[src/stm_pkg.sv]
// Shared types, constants and the output rounding function of the secondary transform.
`default_nettype none

package stm_pkg;

  localparam int DATA_W   = 32;
  localparam int COL_W    = 6;
  localparam int ROW_W    = 5;
  localparam int OUT_W    = 24;
  localparam int BD_W     = 5;
  localparam int CNT_W    = COL_W + 1;
  localparam int RCNT_W   = ROW_W + 1;
  localparam int CFG_IDX_W = 4;

  localparam int MAX_ROWS   = 32;
  localparam int SMALL_COLS = 16;
  localparam int SMALL_ROWS = 8;

  localparam int DEF_WIDTH        = 48;
  localparam int DEF_FULL_ROWS    = 32;
  localparam int DEF_REDUCED_ROWS = 16;
  localparam int DEF_ADST_ROWS    = 20;

  localparam logic [DATA_W-1:0] ROUND_BIAS  = 32'd64;
  localparam int                ROUND_SHIFT = 7;
  localparam int                SIGN_BIT    = 31;
  localparam logic [BD_W-1:0]   MAX_DEPTH   = 5'd16;
  localparam logic [BD_W-1:0]   RESET_DEPTH = 5'd8;

  localparam logic [CFG_IDX_W-1:0] CFG_BIT_DEPTH      = 4'd0;
  localparam logic [CFG_IDX_W-1:0] CFG_TRANSFORM_SIZE = 4'd1;

  localparam logic OP_COEF   = 1'b0;
  localparam logic OP_SAMPLE = 1'b1;

  typedef enum logic [1:0] {
    SIZE_4X4     = 2'd0,
    SIZE_REDUCED = 2'd1,
    SIZE_FULL    = 2'd2,
    SIZE_ADST    = 2'd3
  } size_t;

  typedef enum logic [1:0] {
    ST_IDLE,
    ST_FEED,
    ST_DRAIN,
    ST_EMIT
  } state_t;

  // One sample travelling down the cell chain.
  typedef struct packed {
    logic              valid;
    logic              first;
    logic              last;
    logic [COL_W-1:0]  col;
    logic [DATA_W-1:0] sample;
  } token_t;

  // Load request for the output stage.
  typedef struct packed {
    logic             load;
    logic [ROW_W-1:0] row;
    logic             last;
  } emit_req_t;

  // Round by 2^7 with ties away from zero, then clamp to a signed range of 8 + depth bits.
  function automatic logic signed [OUT_W-1:0] round_clamp(input logic [DATA_W-1:0] s,
                                                          input logic [BD_W-1:0] bd);
    logic [DATA_W-1:0]   t;
    logic signed [24:0]  y;
    logic signed [24:0]  pw;
    logic [BD_W-1:0]     b;
    logic [BD_W-1:0]     sh;
    b  = (bd > MAX_DEPTH) ? MAX_DEPTH : bd;
    sh = BD_W'(ROUND_SHIFT) + b;
    t  = s + ROUND_BIAS - {{(DATA_W-1){1'b0}}, s[SIGN_BIT]};
    y  = $signed(t[DATA_W-1:ROUND_SHIFT]);
    pw = 25'sd1 <<< sh;
    if (y > (pw - 25'sd1)) begin
      y = pw - 25'sd1;
    end else if (y < -pw) begin
      y = -pw;
    end
    return y[OUT_W-1:0];
  endfunction

endpackage

`default_nettype wire

[src/stm_emit.sv]
// Output stage: rounds and clamps one row sum and holds it until taken.
`default_nettype none

module stm_emit (
  input  logic                              clk,
  input  logic                              rst,
  input  stm_pkg::emit_req_t                req,
  input  logic [stm_pkg::DATA_W-1:0]        acc,
  input  logic [stm_pkg::BD_W-1:0]          bd,
  input  logic                              out_stall,
  output logic                              out_valid,
  output logic [stm_pkg::ROW_W-1:0]         out_row,
  output logic signed [stm_pkg::OUT_W-1:0]  out_value,
  output logic                              out_last,
  output logic                              free
);
  import stm_pkg::*;

  assign free = !out_valid || !out_stall;

  always_ff @(posedge clk) begin
    if (rst) begin
      out_valid <= 1'b0;
    end else if (req.load) begin
      out_valid <= 1'b1;
    end else if (!out_stall) begin
      out_valid <= 1'b0;
    end
  end

  always_ff @(posedge clk) begin
    if (req.load) begin
      out_row   <= req.row;
      out_value <= round_clamp(acc, bd);
      out_last  <= req.last;
    end
  end

endmodule

`default_nettype wire

[config.mk]
export PLATFORM = sky130hd
export DESIGN_NAME = stm_emit
export DESIGN_NICKNAME = d
export VERILOG_FILES = /design/src/stm_pkg.sv /design/src/stm_emit.sv
export SDC_FILE = /design/constraint.sdc
export NUM_CORES = 1
export LEC_CHECK = 0
export ABC_AREA = 1
export BUFFER_PORTS_ARGS = -buffer_cell sky130_fd_sc_hd__buf_4
export CAP_MARGIN = 10
export CELL_PAD_IN_SITES_DETAIL_PLACEMENT = 1
export CELL_PAD_IN_SITES_GLOBAL_PLACEMENT = 2
export CORE_MARGIN = 2
export CORE_UTILIZATION = 31
export DETAILED_ROUTE_END_ITERATION = 7
export PLACE_DENSITY_LB_ADDON = 0.1
export REMOVE_ABC_BUFFERS = 1
export SYNTH_ARGS = -nofsm -noshare
export SYNTH_HDL_FRONTEND = slang
export SYNTH_SLANG_ARGS = --single-unit
export TNS_END_PERCENT = 10
[constraint.sdc]
create_clock -name clk -period 3.8 [get_ports clk]
set_input_delay 0.19 -clock clk [delete_from_list [all_inputs] [get_ports clk]]
set_output_delay 0.19 -clock clk [all_outputs]
set_load 0.01 [all_outputs]
==> flow_summary_export.csv <==
group,metric,value,unit
worst_setup_path,worstPathRequired,3840,ps
outcome,status,"completed",
sta,max_freq,289,MHz
cells_and_area,nets,1138,
clock_tree,ctsHoldBuffers,0,
synthesis,netlist_instances,903,
sta,finalSetupTns,0,ps
pwr,vdd_ir_drop_max,0.207,mV
routing,vias,5713,
clock_tree,cts.htree.levels,2,
flow_run,max_cap_violations,0,
cells_and_area,instances_no_fill,1235,
routing,routed_wl,18.2,mm
clock_tree,cts.sinks,31,
pwr,clkPwrFrac,18.9,%
pwr,p_int,1450,µW
grt,gr-total-overflow,0,
synthesis,yosys_warnings,0,
synthesis,yosys.cell_types.count,40,
worst_setup_path,critPathKind,"input pin to flop",
worst_setup_path,cpMaxStageDelayCell,"ha_1",
pwr,p_sw_share,43.1,%
synthesis,ys_top_cells_by_area,"nand2_1 (21%), ha_1 (19%), edfxtp_1 (16%), inv_1 (11%), nand3_1 (5.8%)",
worst_setup_path,cpMostUsedCell,"nand2_1",
placed_design,dp_cells,1227,
sta,slew_headroom,66.5,%
grt,grt_max_degree,32,
sta,hold_ws,53.3,ps
pwr,p_seq_share,21.7,%
grt,grt.total_usage,20.0,%
routing,drt_iter0_drc,206,
cells_and_area,seqCellArea,921,µm²
floorplan,die_h,137,µm
worst_hold_path,hold_path_depth,2,
floorplan,die_w,137,µm
clock_tree,post-cts-setup-buffers,0,
worst_setup_path,cp-start-kind,"input pin",
grt,grt_pass1_wl,29.2,mm
synthesis,ys_seq_elements,31,
worst_setup_path,cp-end-kind,"flop",
routing,drc,0,
routing,dr.pass1.iters,4,
routing,routed_via_density,4.63,
cells_and_area,fillers,2375,
worst_setup_path,cp_top_family,"simple AND/OR/NAND/NOR gates",
sta,hold_viol,0,
sta,final-max-slew-violation-count,0,
cells_and_area,syn_to_final_growth,22.7,%
sta,fin_crit_sh,91.1,%
clock_tree,clkSlewWorstSetupHoldPaths,60,ps
routing,ant_nets,0,
worst_hold_path,hold_class,"input pin to flop",
clock_tree,ctsRootBufferMaster,"clkbuf_16",
sta,post-route-min-period,3460,ps
clock_tree,numCtsBuffers,5,
cells_and_area,multi_input_area,3940,µm²
grt,antenna_found_initial,0,
cells_and_area,antenna_cells,0,
floorplan,core_area,17300,µm²
cells_and_area,final_common_cell,"nand2_1",
pwr,pwr-share-comb,59.4,%
pwr,power_leakage,0.00382,µW
floorplan,ios,79,
clock_tree,cts_tree,"yes",
worst_setup_path,crit_cells,25,
pwr,p_sw,1100,µW
worst_setup_path,slowest_delay,360,ps
synthesis,synth_top_area_share,21.4,%
routing,wl_per_cell,14.7,µm
sta,rsz0062_at_grt,"false",
placed_design,place_area,6530,µm²
clock_tree,cts_buffer_depth,2,
placed_design,portBuffers,78,
floorplan,initial_core_util,31.7,%
sta,clock_skew,0,ps
floorplan,die_area,18800,µm²
clock_tree,clk_latency,280,ps
synthesis,synth_seq_area_share,16.8,%
cells_and_area,finalInstanceArea,6730,µm²
cells_and_area,drive_gt1_share,13.8,%
worst_setup_path,worstPathArrival,3500,ps
worst_setup_path,ff2ff_path_depth,2,
synthesis,netlist_area,5490,µm²
sta,setup_viol,0,
floorplan,rows,48,
placed_design,dp_hpwl,15.8,mm
placed_design,finalWeightedCongestion,0.856,
sta,tightest_slew,499,ps
grt,first_global_vias,5695,
cells_and_area,mostFrequentLayoutCells,"nand2_1 (313), inv_1 (167), buf_4 (95)",
synthesis,yosysTopAreaCell,"nand2_1",
worst_setup_path,cp.buffers_inverters,4,
pwr,powerDensity,378,nW/µm²
synthesis,syn_area_per_cell,6.08,µm²
worst_setup_path,path_max_fanout,6,
worst paths after layout:
kind                            slack, ps       endpoint       from
worst max-delay path                  340  out_value[12]    acc[20]
worst min-delay path                   50      out_valid        rst
worst max register to register       3240      out_valid  out_valid
worst min register to register        470      out_valid  out_valid
routing by layer:
layer / vias up / global-route usage [%] / routed length, µm
met4: 0 / 3.09 / 191
li1: 3059 / - / -
met3: 15 / 2.33 / 590
met5: - / 0 / 0
met1: 2559 / 28.6 / 9240
met2: 80 / 32.9 / 8140
kinds of logic (layout without fill, tap and decap cells):
| logic type | count (synthesis) | after routing | synth area share [%] |
|---|---|---|---|
| compound gates | 85 | 85 | 8.46 |
| xor+xnor | 22 | 22 | 3.51 |
| fa+ha+maj | 82 | 82 | 18.7 |
| buf+inv | 183 | 278 | 12.8 |
| flops | 31 | 31 | 16.8 |
| other cells | 2 | 14 | 0.137 |
| simple gates | 498 | 498 | 39.6 |
synthesized netlist by cell type:
library cell / instances
nand2_1: 313
inv_1: 167
ha_1: 82
nand3_1: 64
nor2_1: 62
a21oi_1: 49
edfxtp_1: 30
o21ai_0: 21
xor2_1: 18
nand4_1: 15
nor3_1: 15
buf_2: 6
inv_2: 5
nand3b_1: 5
nor2_2: 4
o21bai_1: 4
xnor2_1: 4
clkbuf_1: 3
nand2_2: 3
nand2_4: 3
o21a_1: 3
a21o_1: 2
buf_4: 2
conb_1: 2
nand3_2: 2
nand3_4: 2
nor2_4: 2
nor3b_1: 2
o21ai_2: 2
a311oi_1: 1
a31oi_1: 1
a41oi_1: 1
and2_1: 1
and3_1: 1
dfxtp_1: 1
nand2_8: 1
nor2_8: 1
nor3_2: 1
nor4_1: 1
o21ai_1: 1
worst register-to-register path: stages (launching register included):
cell and delay [ps]:
dfxtp_1 320, nand2_1 70, a21oi_1 110
through the flow:
step	power (µW)	utilization, %	setup WS [ps]
2_1_floorplan	1440	-	214
3_3_place_gp	2060	37.8	58.9
3_5_place_dp	2080	37.8	-27.1
4_1_cts	2570	38.8	255
5_1_grt	2810	38.9	10.9
6_report	2550	38.9	337
power groups by stage:
stage | clock, µW | combinational (µW) | sequential [µW]
global route | 509 | 1740 | 564
CTS | 493 | 1530 | 555
global placement | 0 | 1500 | 560
finish | 480 | 1510 | 552
floorplan | 0 | 838 | 602
detailed placement | 0 | 1520 | 559
final cells by class:
class	count	share of cell area [%]
Sequential cell	31	13.7
Inverter	172	9.59
Timing Repair Buffer	98	11.5
Tap cell	225	4.18
Clock inverter	2	0.520
Clock buffer	6	2.06
Multi-Input combinational cell	701	58.5
state kept, by name (all words and copies together), names as in the netlist:
| name | cells |
|---|---|
| out_value | 24 |
| out_row | 5 |
| out_last | 1 |
| out_valid | 1 |
timing repair:
item                       4_1_cts  5_1_grt
hold endpoints to repair         0        0
gates resized for setup          0        8
setup endpoints to repair        0       22
(Power assumes the default switching activity.)
