===== config.mk =====
export PLATFORM = sky130hd
export DESIGN_NAME = stm_cell
export DESIGN_NICKNAME = d
export VERILOG_FILES = /design/src/stm_pkg.sv /design/src/stm_ram.sv /design/src/stm_cell.sv
export SDC_FILE = /design/constraint.sdc
export NUM_CORES = 2
export LEC_CHECK = 0
export BUFFER_PORTS_ARGS = -buffer_cell sky130_fd_sc_hd__buf_2
export CORE_ASPECT_RATIO = 0.6
export CORE_MARGIN = 1
export CORE_UTILIZATION = 55
export DETAILED_ROUTE_END_ITERATION = 7
export GPL_ROUTABILITY_DRIVEN = 0
export PLACE_DENSITY = 0.71
export SLEW_MARGIN = 0
export SYNTH_ARGS = -nofsm -noshare
export SYNTH_HDL_FRONTEND = slang
export SYNTH_SLANG_ARGS = --single-unit

===== constraint.sdc =====
create_clock -name clk -period 8.25 [get_ports clk]
set_clock_uncertainty 0.15 [all_clocks]
set_input_delay 1.2375 -clock clk [delete_from_list [all_inputs] [get_ports clk]]
set_output_delay 1.2375 -clock clk [all_outputs]
set_load 0.005 [all_outputs]

===== src/stm_pkg.sv =====
// Shared types, constants and the output rounding function of the secondary transform.
`default_nettype none

package stm_pkg;

  localparam int DATA_W   = 32;
  localparam int COL_W    = 6;
  localparam int ROW_W    = 5;
  localparam int OUT_W    = 24;
  localparam int BD_W     = 5;
  localparam int CNT_W    = COL_W + 1;
  localparam int RCNT_W   = ROW_W + 1;
  localparam int CFG_IDX_W = 4;

  localparam int MAX_ROWS   = 32;
  localparam int SMALL_COLS = 16;
  localparam int SMALL_ROWS = 8;

  localparam int DEF_WIDTH        = 48;
  localparam int DEF_FULL_ROWS    = 32;
  localparam int DEF_REDUCED_ROWS = 16;
  localparam int DEF_ADST_ROWS    = 20;

  localparam logic [DATA_W-1:0] ROUND_BIAS  = 32'd64;
  localparam int                ROUND_SHIFT = 7;
  localparam int                SIGN_BIT    = 31;
  localparam logic [BD_W-1:0]   MAX_DEPTH   = 5'd16;
  localparam logic [BD_W-1:0]   RESET_DEPTH = 5'd8;

  localparam logic [CFG_IDX_W-1:0] CFG_BIT_DEPTH      = 4'd0;
  localparam logic [CFG_IDX_W-1:0] CFG_TRANSFORM_SIZE = 4'd1;

  localparam logic OP_COEF   = 1'b0;
  localparam logic OP_SAMPLE = 1'b1;

  typedef enum logic [1:0] {
    SIZE_4X4     = 2'd0,
    SIZE_REDUCED = 2'd1,
    SIZE_FULL    = 2'd2,
    SIZE_ADST    = 2'd3
  } size_t;

  typedef enum logic [1:0] {
    ST_IDLE,
    ST_FEED,
    ST_DRAIN,
    ST_EMIT
  } state_t;

  // One sample travelling down the cell chain.
  typedef struct packed {
    logic              valid;
    logic              first;
    logic              last;
    logic [COL_W-1:0]  col;
    logic [DATA_W-1:0] sample;
  } token_t;

  // Load request for the output stage.
  typedef struct packed {
    logic             load;
    logic [ROW_W-1:0] row;
    logic             last;
  } emit_req_t;

  // Round by 2^7 with ties away from zero, then clamp to a signed range of 8 + depth bits.
  function automatic logic signed [OUT_W-1:0] round_clamp(input logic [DATA_W-1:0] s,
                                                          input logic [BD_W-1:0] bd);
    logic [DATA_W-1:0]   t;
    logic signed [24:0]  y;
    logic signed [24:0]  pw;
    logic [BD_W-1:0]     b;
    logic [BD_W-1:0]     sh;
    b  = (bd > MAX_DEPTH) ? MAX_DEPTH : bd;
    sh = BD_W'(ROUND_SHIFT) + b;
    t  = s + ROUND_BIAS - {{(DATA_W-1){1'b0}}, s[SIGN_BIT]};
    y  = $signed(t[DATA_W-1:ROUND_SHIFT]);
    pw = 25'sd1 <<< sh;
    if (y > (pw - 25'sd1)) begin
      y = pw - 25'sd1;
    end else if (y < -pw) begin
      y = -pw;
    end
    return y[OUT_W-1:0];
  endfunction

endpackage

`default_nettype wire


===== src/stm_ram.sv =====
// Generic single-write, single-read RAM with registered read data.
`default_nettype none

module stm_ram #(
  parameter int DW    = stm_pkg::DATA_W,
  parameter int DEPTH = stm_pkg::DEF_WIDTH
) (
  input  logic                     clk,
  input  logic                     we,
  input  logic [$clog2(DEPTH)-1:0] waddr,
  input  logic [DW-1:0]            wdata,
  input  logic [$clog2(DEPTH)-1:0] raddr,
  output logic [DW-1:0]            rdata
);

  logic [DW-1:0] mem [DEPTH];

  always_ff @(posedge clk) begin
    if (we) begin
      mem[waddr] <= wdata;
    end
    rdata <= mem[raddr];
  end

endmodule

`default_nettype wire


===== src/stm_cell.sv =====
// One MAC cell: holds a kernel row, multiplies passing samples and forwards them.
`default_nettype none

module stm_cell #(
  parameter int WIDTH = stm_pkg::DEF_WIDTH
) (
  input  logic                        clk,
  input  logic                        rst,
  input  logic                        coef_we,
  input  logic [stm_pkg::COL_W-1:0]   coef_col,
  input  logic [stm_pkg::DATA_W-1:0]  coef_data,
  input  stm_pkg::token_t             tok_in,
  output stm_pkg::token_t             tok_out,
  output logic [stm_pkg::DATA_W-1:0]  acc
);
  import stm_pkg::*;

  localparam int AW = $clog2(WIDTH);

  token_t            tok_q;
  logic [DATA_W-1:0] coef;
  logic [DATA_W-1:0] prod;

  stm_ram #(
    .DW    (DATA_W),
    .DEPTH (WIDTH)
  ) u_row (
    .clk   (clk),
    .we    (coef_we),
    .waddr (coef_col[AW-1:0]),
    .wdata (coef_data),
    .raddr (tok_in.col[AW-1:0]),
    .rdata (coef)
  );

  // Coefficient read lands together with the held sample.
  always_ff @(posedge clk) begin
    if (rst) begin
      tok_q.valid <= 1'b0;
    end else begin
      tok_q.valid <= tok_in.valid;
    end
    tok_q.first  <= tok_in.first;
    tok_q.last   <= tok_in.last;
    tok_q.col    <= tok_in.col;
    tok_q.sample <= tok_in.sample;
  end

  assign prod = coef * tok_q.sample;

  always_ff @(posedge clk) begin
    if (rst) begin
      acc <= '0;
    end else if (tok_q.valid) begin
      acc <= (tok_q.first ? '0 : acc) + prod;
    end
  end

  assign tok_out = tok_q;

endmodule

`default_nettype wire


==> results.yml <==
worst_setup_path:
  rr_endpoint: "acc[28]"
  cp_data_arrival_time_ns: 8.36
  path_max_fanout: 16
  critPathRequiredTime_ns: 8.76
  reg2regPathDepth: 26
  cp-end-kind: "flop"
  startpoint_type: "flop"
  reg2reg_slack_ns: 0.40
  r2r-start: "u_row.rdata[16]"
  startpoint: "u_row.rdata[16]"
  crit_type: "flop to flop"
  critPathCapture: "acc[28]"
floorplanning:
  start_util: 0.5573
  die_h_um: 293.8
  rows: 106
  die_w_um: 488.3
  core-area_mm2: 0.1401
  pin_count: 155
  dieArea_mm2: 0.1435
synthesis:
  ys_seq_area_frac: 0.6179
  synth_area_leaders: "edfxtp_1 (59%), mux4_2 (14%), fa_1 (11%), and2_1 (3.1%), dfxtp_1 (2.7%)"
  ys_types: 50
  synth_area_per_cell_um2: 17.68
  synth_nets: 5058
  synthArstFlopShare: 0
  synth_top_cell_by_area: "edfxtp_1"
  ys_seq_elements: 1641
  synth_area_mm2: 0.07805
  synth_top_area_frac: 0.5909
  ys.flop_type: "edfxtp_1"
  synth_edf_count: 1536
  ys_warn_count: 0
  synth_cells: 4414
sta:
  finalSetupViolations: 0
  slew_headroom: 0.3020
  worst_slew_pin_slew_ns: 1.036
  drv_slew: 0
  tns_ns: 0
  finalHoldViolCount: 0
  fmax_mhz: 127.5
  grt_setup_unrepaired: "false"
  period_minus_slack_ns: 7.846
  min_period_over_period: 0.9510
  hold_slack_ns: 0.3541
job:
  cap_violations: 0
min_path:
  hold_path_class: "flop to flop"
  hold_depth: 2
  min_from: "acc[15]"
clock_network:
  cts_buffers: 148
  cts_hold_buf: 0
  clockRootBuffer: "clkbuf_16"
  clock-sinks: 1641
  cts_tree: "built"
  clkTransAtPathRegs_ns: 0.07
  clk_latency_ns: 0.79
  cts_max_path_buffers: 3
  htree_levels: 4
routing:
  drc: 0
  first_iter_violations: 4629
  wl_per_cell_um: 28.79
  first_pass_iters: 6
  vias: 40140
  wl_um: 190700
  final_antenna_net_count: 0
  via_per_inst: 6.061
layout:
  area_growth_pct: 10.68
  mostFrequentLayoutCells: "edfxtp_1 (1536), inv_1 (500), mux4_2 (480), fa_1 (438), and2_1 (382)"
  nets: 5252
  layout-drive-gt1-share: 0.2138
  layout_commonest_cell: "edfxtp_1"
grt:
  antenna_found_initial: 21
  grt_start_max_net_pins: 130
  overflow: 0
  grt_pass1_wl_um: 283900
  grt_use_total: 0.2775
  grt_pass1_vias: 40940
run_status:
  status: "finished, final reports clean"
placement:
  portBuffers: 154
  dp_hpwl_um: 119100
## final cells by class
| cell class | instances | area (um2) |
|---|---|---|
| Clock inverter | 84 | 830.8 |
| Tap cell | 1890 | 2365 |
| Antenna cell | 8 | 20.02 |
| Clock buffer | 183 | 3908 |
| Multi-Input combinational cell | 2058 | 27500 |
| Fill cell | 9914 | 53670 |
| Timing Repair Buffer | 259 | 1655 |
| Inverter | 500 | 1877 |
| Sequential cell | 1641 | 48240 |
## state kept, by name (all words and copies together), names as in the netlist
register and cells:
acc 32, tok_out 41, u_row.mem 1536, u_row.rdata 32
## Yosys cell counts (all sizes together) (2+ instances only)
cell type,number
nand4,4
mux2i,50
o22ai,2
o21bai,4
nor2,92
mux4,480
fa,438
o21ai,50
xnor2,66
and3b,2
nor2b,26
and2,382
inv,500
nand2b,18
a21o,5
dfxtp,105
or3b,2
a21oi,20
buf,42
edfxtp,1536
nand2,212
nand3,8
nor3,8
a211oi,12
or3,3
and3,2
xnor3,2
a31oi,5
xor2,13
o211ai,5
o21a,7
clkbuf,173
nand3b,3
ha,124
## repair_timing
item                       CTS  global route
resized for setup            0             7
setup endpoints to repair    0             6
setup buffers                0             0
## worst max-delay path: stages, from the launching register on
cell and delay [ns]:
dfxtp_1 0.85, nand2_1 0.16, fa_1 0.52, inv_1 0.06, fa_1 0.44, fa_1 0.52, inv_1 0.06, fa_1 0.53
inv_1 0.06, fa_1 0.49, inv_1 0.05, fa_1 0.53, inv_1 0.05, fa_1 0.47, inv_1 0.05, fa_1 0.47
inv_1 0.05, ha_1 0.23, a211oi_1 0.31, o21ai_0 0.20, a221o_1 0.36, a21oi_1 0.16, o21ai_0 0.10, a41oi_1 0.32
a21oi_1 0.15, and2_1 0.18, o31a_1 0.22
## how the worst min path moves through the flow
stage                          to  slack (ns)
final                     acc[15]        0.35
after CTS                 acc[16]        0.35
after detailed placement  acc[21]        0.34
after global placement    acc[15]        0.34
after global routing      acc[16]        0.36
after floorplan           acc[24]        0.33
## kinds of logic (layout without fill, tap and decap cells)
| group | after synthesis | count (layout) | synth area share |
|---|---|---|---|
| multiplexers | 530 | 530 | 0.1449 |
| other | 0 | 8 | 0 |
| adder cells (fa/ha/maj) | 562 | 562 | 0.1322 |
| XOR/XNOR | 81 | 81 | 0.009442 |
| AO/OA/AOI/OAI | 122 | 122 | 0.009811 |
| buffers and inverters | 715 | 1026 | 0.03438 |
| flip-flops | 1641 | 1641 | 0.6179 |
| AND/OR/NAND/NOR | 763 | 763 | 0.05136 |
## metrics by stage
stage                     worst slack [ns]    util  instances  instance area [um2]
after global placement              0.2611  0.5828       6348                81620
after global routing               0.02149  0.6168       6622                86390
after CTS                           0.1428  0.6166       6615                86360
after detailed placement            0.1935  0.5828       6348                81620
after floorplan                     0.9688       -       4414                78050
final                               0.4043  0.6168       6623                86390
## metal layers
layer  up-vias  global-route usage  part of all wire
li1      16500                   -                 -
met1     21250              0.4382              0.44
met2      2150              0.3852              0.43
met3       232             0.07502              0.11
met4         8             0.06522             0.018
met5         -                   0           0.00031
Power is not shown: default switching activity piles up to over one toggle a cycle in this logic, so the estimate is an artifact.
