File: config.mk
export PLATFORM = sky130hd
export DESIGN_NAME = stm_ram
export DESIGN_NICKNAME = d
export VERILOG_FILES = /design/src/stm_pkg.sv /design/src/stm_ram.sv
export SDC_FILE = /design/constraint.sdc
export NUM_CORES = 1
export LEC_CHECK = 0
export CORE_UTILIZATION = 44
export DETAILED_ROUTE_END_ITERATION = 6
export DONT_BUFFER_PORTS = 1
export GPL_ROUTABILITY_DRIVEN = 0
export MAX_ROUTING_LAYER = met4
export PLACE_DENSITY_LB_ADDON = 0.2
export SLEW_MARGIN = 20
export SYNTH_ARGS = -nofsm -noshare
export SYNTH_HDL_FRONTEND = slang
export SYNTH_SLANG_ARGS = --single-unit
File: constraint.sdc
create_clock -name clk -period 4.5 [get_ports clk]
set_input_delay 0.225 -clock clk [delete_from_list [all_inputs] [get_ports clk]]
set_output_delay 0.225 -clock clk [all_outputs]
set_load 0.05 [all_outputs]
File: src/stm_pkg.sv
// Shared types, constants and the output rounding function of the secondary transform.
`default_nettype none

package stm_pkg;

  localparam int DATA_W   = 32;
  localparam int COL_W    = 6;
  localparam int ROW_W    = 5;
  localparam int OUT_W    = 24;
  localparam int BD_W     = 5;
  localparam int CNT_W    = COL_W + 1;
  localparam int RCNT_W   = ROW_W + 1;
  localparam int CFG_IDX_W = 4;

  localparam int MAX_ROWS   = 32;
  localparam int SMALL_COLS = 16;
  localparam int SMALL_ROWS = 8;

  localparam int DEF_WIDTH        = 48;
  localparam int DEF_FULL_ROWS    = 32;
  localparam int DEF_REDUCED_ROWS = 16;
  localparam int DEF_ADST_ROWS    = 20;

  localparam logic [DATA_W-1:0] ROUND_BIAS  = 32'd64;
  localparam int                ROUND_SHIFT = 7;
  localparam int                SIGN_BIT    = 31;
  localparam logic [BD_W-1:0]   MAX_DEPTH   = 5'd16;
  localparam logic [BD_W-1:0]   RESET_DEPTH = 5'd8;

  localparam logic [CFG_IDX_W-1:0] CFG_BIT_DEPTH      = 4'd0;
  localparam logic [CFG_IDX_W-1:0] CFG_TRANSFORM_SIZE = 4'd1;

  localparam logic OP_COEF   = 1'b0;
  localparam logic OP_SAMPLE = 1'b1;

  typedef enum logic [1:0] {
    SIZE_4X4     = 2'd0,
    SIZE_REDUCED = 2'd1,
    SIZE_FULL    = 2'd2,
    SIZE_ADST    = 2'd3
  } size_t;

  typedef enum logic [1:0] {
    ST_IDLE,
    ST_FEED,
    ST_DRAIN,
    ST_EMIT
  } state_t;

  // One sample travelling down the cell chain.
  typedef struct packed {
    logic              valid;
    logic              first;
    logic              last;
    logic [COL_W-1:0]  col;
    logic [DATA_W-1:0] sample;
  } token_t;

  // Load request for the output stage.
  typedef struct packed {
    logic             load;
    logic [ROW_W-1:0] row;
    logic             last;
  } emit_req_t;

  // Round by 2^7 with ties away from zero, then clamp to a signed range of 8 + depth bits.
  function automatic logic signed [OUT_W-1:0] round_clamp(input logic [DATA_W-1:0] s,
                                                          input logic [BD_W-1:0] bd);
    logic [DATA_W-1:0]   t;
    logic signed [24:0]  y;
    logic signed [24:0]  pw;
    logic [BD_W-1:0]     b;
    logic [BD_W-1:0]     sh;
    b  = (bd > MAX_DEPTH) ? MAX_DEPTH : bd;
    sh = BD_W'(ROUND_SHIFT) + b;
    t  = s + ROUND_BIAS - {{(DATA_W-1){1'b0}}, s[SIGN_BIT]};
    y  = $signed(t[DATA_W-1:ROUND_SHIFT]);
    pw = 25'sd1 <<< sh;
    if (y > (pw - 25'sd1)) begin
      y = pw - 25'sd1;
    end else if (y < -pw) begin
      y = -pw;
    end
    return y[OUT_W-1:0];
  endfunction

endpackage

`default_nettype wire

File: src/stm_ram.sv
// Generic single-write, single-read RAM with registered read data.
`default_nettype none

module stm_ram #(
  parameter int DW    = stm_pkg::DATA_W,
  parameter int DEPTH = stm_pkg::DEF_WIDTH
) (
  input  logic                     clk,
  input  logic                     we,
  input  logic [$clog2(DEPTH)-1:0] waddr,
  input  logic [DW-1:0]            wdata,
  input  logic [$clog2(DEPTH)-1:0] raddr,
  output logic [DW-1:0]            rdata
);

  logic [DW-1:0] mem [DEPTH];

  always_ff @(posedge clk) begin
    if (we) begin
      mem[waddr] <= wdata;
    end
    rdata <= mem[raddr];
  end

endmodule

`default_nettype wire

==> results of run 1 <==
cell usage after synthesis:
| cell | instances |
|---|---|
| dfxtp_1 | 32 |
| or2_2 | 1 |
| or3b_2 | 1 |
| nor4bb_1 | 1 |
| buf_2 | 22 |
| edfxtp_1 | 1536 |
| a22o_1 | 64 |
| buf_1 | 21 |
| buf_4 | 23 |
| or3_1 | 1 |
| nor2b_1 | 6 |
| a221oi_1 | 64 |
| mux2i_1 | 512 |
| nand4b_1 | 1 |
| nor2_1 | 47 |
| a22oi_1 | 128 |
| mux4_2 | 160 |
| o41ai_2 | 32 |
| nand3_1 | 5 |
| buf_8 | 1 |
| nand4_1 | 1 |
| nand3b_1 | 1 |
| clkbuf_1 | 71 |
| nand2b_1 | 5 |
| nand2_1 | 39 |
| a21oi_1 | 64 |
| nor3_1 | 4 |
| and2_1 | 1 |
| buf_6 | 36 |
| o22ai_1 | 32 |
worst max-delay path, delay by kind of cell:
kind,cells,cell delay (ns)
AND/OR/NAND/NOR,1,0.16
buffers and inverters,5,2.95
multiplexers,2,1.11
AO/OA/AOI/OAI,1,0.09
worst min-delay path by stage:
stage	from	to	depth (start not counted)
6_report	raddr[2]	rdata[8]$_DFF_P_	3
5_1_grt	raddr[2]	rdata[8]$_DFF_P_	3
4_1_cts	raddr[3]	rdata[6]$_DFF_P_	3
3_5_place_dp	wdata[20]	mem[19][20]$_DFFE_PP_	0
3_3_place_gp	wdata[20]	mem[18][20]$_DFFE_PP_	0
2_1_floorplan	wdata[0]	mem[0][0]$_DFFE_PP_	0
power by group through the flow:
stage          registers, mW  logic, mW  clock network (mW)
2_1_floorplan           16.6      0.852                   0
3_5_place_dp            16.7      0.989                   0
3_3_place_gp            16.7      0.978                   0
4_1_cts                 16.4       1.41                13.1
5_1_grt                 16.4       1.64                13.7
6_report                16.4       1.56                12.9
logic make-up (layout without fill, tap and decap cells):
| family | count (synthesis) | count (layout) | synth area share, % |
|---|---|---|---|
| flip-flops | 1568 | 1568 | 77.7 |
| buffers and inverters | 174 | 464 | 1.74 |
| multiplexers | 672 | 672 | 14.5 |
| AO/OA/AOI/OAI | 384 | 384 | 5.19 |
| AND/OR/NAND/NOR | 114 | 114 | 0.826 |
| other | 0 | 1 | 0 |
cells in the final DEF (no fill, tap or decap), types with 46 or more instances in the layout:
cell       netlist  layout
a21oi_1         64      64
a221oi_1        64      64
a22o_1          64      64
a22oi_1        128     128
buf_16           0      47
buf_4           23      50
clkbuf_1        71      46
clkbuf_16        0     162
edfxtp_1      1536    1536
mux2i_1        512     512
mux4_2         160     160
metrics by stage:
stage	hold slack, ns	std cells	util, %
after floorplan	0.324	2912	-
after global placement	0.327	4571	45.8
after detailed placement	0.328	4596	46.3
after CTS	0.0116	4974	51.0
after global routing	0.00333	4983	51.2
final	0.0338	4984	51.2
state kept, by name, indices dropped and copies added (netlist names):
| name | count |
|---|---|
| rdata | 32 |
| mem | 1536 |
per-layer routing:
metal	track usage [%]	wire (um)
met4	6.96	4110
met1	30.7	65400
met2	37.6	77000
met5	-	0
met3	3.27	7830
area by class of cell:
| class | instances | area share, % |
|---|---|---|
| diodes | 1 | 0.00360 |
| repair buffers | 163 | 3.70 |
| clock buffers | 217 | 6.27 |
| multi-input cells | 1170 | 18.3 |
| well taps | 1781 | 3.21 |
| flip-flops and latches | 1568 | 67.4 |
| clock inverters | 84 | 1.13 |
==> metrics.txt, run 1 <==
status=completed; CTS tree=yes; CP Capture Point=rdata[3]$_DFF_P_; Clock Latency Late Sink=0.80 ns; multi-input logic area=0.0127 sq mm; CP Cell Sequence=buf_16 > buf_16 > buf_16 > mux4_2 > mux4_2 > dlygate4sd3_1 > nand2_1 > o41ai_2 > dlygate4sd3_1; MaxCap Viol Count=0; clock sinks=1,568; YS warnings=0; CP Capture Type=flop; fraction of layout cells with a size suffix above 1=18.7%; syn_nets=2,958; measured slew at the worst slew-check pin=1.13 ns; Unique masters post-synth=30; switching share of power=22.0%; drt total wl=154 mm; Finish-stage setup viols=0; WL per Instance=31.0 um; Worst Setup Start Kind=input port; Post-DP HPWL=90.3 mm; mapped cell area=0.0602 sq mm; clk slew on worst S/H paths=0.06 ns; P_int=24.1 mW; DRT iter0 DRCs=3,040; H-tree Lvls=4; arrival time worst endpoint=4.85 ns; fillers=10,568; Setup TNS=0 ns; Max Slew Vio Count=0; Via-to-Cell Ratio=5.87; vias in the first global route=29,599; Net Switching=6.80 mW; critical path peak fanout=121; initial antenna violation count=0; register area share after synthesis=77.7%; core region area=0.136 sq mm; Mean Syn Cell Area=20.7 sq um; Pleak=22.9 nW; r2r endpoint=rdata[3]$_DFF_P_; relative slew slack=24.2%; power share of the combinational group=5.1%; largest net degree at the start of global routing=641; final worst slack=0.341 ns; Die Wd=372 um; post-CTS resize count=0; RSZ-0062 raised after global routing=no; slack of the worst reg-to-reg path=1.66 ns; Worst R2R Start=mem[40][3]$_DFFE_PP_; power density cells=445 mW/mm^2; Total Die Area=0.138 sq mm; IO Count=78; total grt overflow=0; CP max stage delay=0.66 ns; critical path class=input port to flop; Post-layout nets=3,110; Synth Register Bits=1,568; top cells by area, synth=edfxtp_1, mux2i_1, mux4_2; Post-Place Cell Area=0.0628 sq mm; min Tclk post-route=4.16 ns; Flop pwr share=53.1%; first-pass GRT wire length=220 mm; Starting Density=44.4%; Hold Crit Class=input port to flop; crit path from=raddr[0]; Post-CTS Hold Fix Bufs=77; VDD IR max=0.422 mV; worst slack at placement=1.75 ns; setup repair bufs after CTS=0; Area Growth Syn to Fin=15.4%; clock power share=41.9%; CTS Buf Count=161; slowest CP cell=buf_16; total chip power=30.9 mW; via count=29,233; Fin. Hold Viols=0; Die Ht=372 um; period utilization=92.4%; drt pass-1 iters=6; Worst Skew=0.0259 ns; Yosys top cell area share=76.7%; PortBufs=0; CTS max path bufs=3; Rows=135; Design Area, Final=0.0694 sq mm; root buffer cell=clkbuf_16; cell count of the worst reg-to-reg path=6; Total GRT Usage=23.2%; Cells after Synth=2,912; drt drc=0; CP most frequent cell=buf_16; largest area contributor in the netlist=edfxtp_1; Critical Path RT=5.19 ns; Reg area=0.0468 sq mm; Max Clk Rate=0.240 GHz; Post-DRT Antenna Nets=0
(Power assumes the default switching activity.)
==> inputs of run 2 (changes only) <==
--- a/config.mk
+++ b/config.mk
@@ -6,6 +6,7 @@
 export NUM_CORES = 1
 export LEC_CHECK = 0
 export CORE_UTILIZATION = 44
+export CTS_BUF_LIST = sky130_fd_sc_hd__clkbuf_8 sky130_fd_sc_hd__clkbuf_16
 export DETAILED_ROUTE_END_ITERATION = 6
 export DONT_BUFFER_PORTS = 1
 export GPL_ROUTABILITY_DRIVEN = 0
==> metrics.txt, run 2 (synthesis results as in run 1) <==
root buffer cell=clkbuf_16; drt pass-1 iters=5 (-1); via count=29,292 (+0.20%); Worst Setup Start Kind=input port; CP most frequent cell=buf_16; Critical Path RT=5.19 ns (about the same); Setup TNS=0 ns (unchanged); status=completed; first-pass GRT wire length=220 mm (about the same); CP max stage delay=0.65 ns (about the same); Max Slew Vio Count=0 (unchanged); drt total wl=154 mm (about the same); multi-input logic area=0.0127 sq mm (unchanged); Pleak=23.1 nW (+0.83%); H-tree Lvls=4 (unchanged); vias in the first global route=29,595 (-0.014%); Finish-stage setup viols=0 (unchanged); max FFs per register=1,536 (unchanged); CP Capture Type=flop; Post-DRT Antenna Nets=0 (unchanged); drt drc=0 (unchanged); top flop regs=mem x1536, rdata x32; Die Ht=372 um (unchanged); crit-path leading delay family=buffers and inverters; power share of the combinational group=5.1% (about the same); P_int=24.0 mW (-0.44%); Max Clk Rate=0.243 GHz (+1.0%); fraction of layout cells with a size suffix above 1=18.7% (unchanged); Via-to-Cell Ratio=5.88 (+0.18%); PortBufs=0 (unchanged); worst slack at placement=1.75 ns (unchanged); clk slew on worst S/H paths=0.06 ns (about the same); Buf/Inv on CP=5 (unchanged); Hold Crit Class=input port to flop; total grt overflow=0 (unchanged); slowest CP cell=buf_16; VDD IR max=0.423 mV (+0.30%); measured slew at the worst slew-check pin=1.14 ns (+0.00311 ns); setup repair bufs after CTS=0 (unchanged); Design Area, Final=0.0694 sq mm (about the same); arrival time worst endpoint=4.81 ns (-0.04 ns); relative slew slack=24.1% (-0.028 points); Reg area=0.0468 sq mm (unchanged); CTS Buf Count=161 (unchanged); Clock Latency Late Sink=0.80 ns (about the same); IO Count=78 (unchanged); clock power share=41.7% (-0.2 points); DRT iter0 DRCs=3,307 (+8.8%); Flop pwr share=53.2% (about the same); Post-DP HPWL=90.3 mm (unchanged); Area Growth Syn to Fin=15.4% (about the same); Fin. Hold Viols=0 (unchanged); worst hold start=raddr[2]; clock sinks=1,568 (unchanged); CTS tree=yes; Worst Skew=0.0242 ns (-0.00168 ns); RSZ-0062 raised after global routing=no; Total GRT Usage=23.2% (about the same); Top reg by flops=mem; crit path from=raddr[0]; MaxCap Viol Count=0 (unchanged); critical path class=input port to flop; Post-layout nets=3,110 (unchanged); Post-Place Cell Area=0.0628 sq mm (unchanged); largest net degree at the start of global routing=641 (unchanged); switching share of power=22.2% (+0.11 points); Net Switching=6.82 mW (+0.21%); hold depth=3 (unchanged); final worst slack=0.383 ns (+0.0417 ns); WL per Instance=31.0 um (about the same); core region area=0.136 sq mm (unchanged); period utilization=91.5% (-0.93 points); fillers=10,568 (unchanged); Rows=135 (unchanged); critical path peak fanout=121 (unchanged); power density cells=443 mW/mm^2 (-0.30%); most frequent cells in the layout=edfxtp_1, mux2i_1, clkbuf_16; total chip power=30.8 mW (-0.29%); Worst R2R Start=mem[34][3]$_DFFE_PP_; min Tclk post-route=4.12 ns (-0.0417 ns); CP Cell Sequence=buf_16 > buf_16 > buf_16 > mux4_2 > mux4_2 > dlygate4sd3_1 > nand2_1 > o41ai_2 > dlygate4sd3_1; Starting Density=44.4% (unchanged); CTS max path bufs=3 (unchanged); initial antenna violation count=0 (unchanged); post-CTS resize count=0 (unchanged); Total Die Area=0.138 sq mm (unchanged); most common cell after layout, fill and taps aside=edfxtp_1; Die Wd=372 um (unchanged); Crit path depth=9 (unchanged); cell count of the worst reg-to-reg path=6 (unchanged)
[run 2: cell types whose count changed in the layout (fill, tap and decap cells not counted)]
cell      before  now
clkbuf_1      46    0
inv_1          0   46
diode_2        1    2
[run 2: through the flow]
stage	cells	utilization, %	hold slack (ns)
after floorplan	2912	-	0.324
after global placement	4571	45.8	0.327
after CTS	4974	51.0	0.0114
after detailed placement	4596	46.3	0.328
final	4985	51.2	0.0538
after global routing	4983	51.2	0.00333
[run 2: worst reg2reg max path, stage by stage (launching register included)]
cell,delay [ns]
edfxtp_1,0.37
mux4_2,0.50
mux4_2,0.48
dlygate4sd3_1,0.57
nand2_1,0.15
o41ai_2,0.09
dlygate4sd3_1,0.57
[run 2: power by group through the flow]
stage / combinational, mW / clock [mW] / sequential, mW
after floorplan: 0.852 / 0 / 16.6
after global placement: 0.978 / 0 / 16.7
after detailed placement: 0.989 / 0 / 16.7
after CTS: 1.41 / 13.0 / 16.4
after global routing: 1.64 / 13.6 / 16.4
final: 1.56 / 12.8 / 16.4
[run 2: final timing paths]
path                       end  slack (ns)
min reg2reg  rdata[12]$_DFF_P_        0.83
max reg2reg   rdata[3]$_DFF_P_        1.67
min           rdata[8]$_DFF_P_        0.05
max           rdata[3]$_DFF_P_        0.38
[run 2: repair_timing]
action / CTS / global route
hold endpoints to repair: 1665 / 0
setup endpoints to repair: 0 / 0
hold buffers: 77 / 0
[run 2: cell type report]
class / count / area share (%)
timing repair buffer: 163 / 3.70
multi-input combinational: 1170 / 18.3
antenna: 2 / 0.00721
clock buffer: 171 / 6.02
clock inverter: 130 / 1.38
sequential: 1568 / 67.4
tap: 1781 / 3.21
[run 2: metal layers]
layer  track usage, %  part of all wire, %  vias to the layer above
li1                 -                    -                    12473
met1             30.7                   42                    15582
met2             37.6                   50                     1045
met3             3.27                  5.6                      192
met4             6.96                  2.6                        0
met5                -                    0                        -
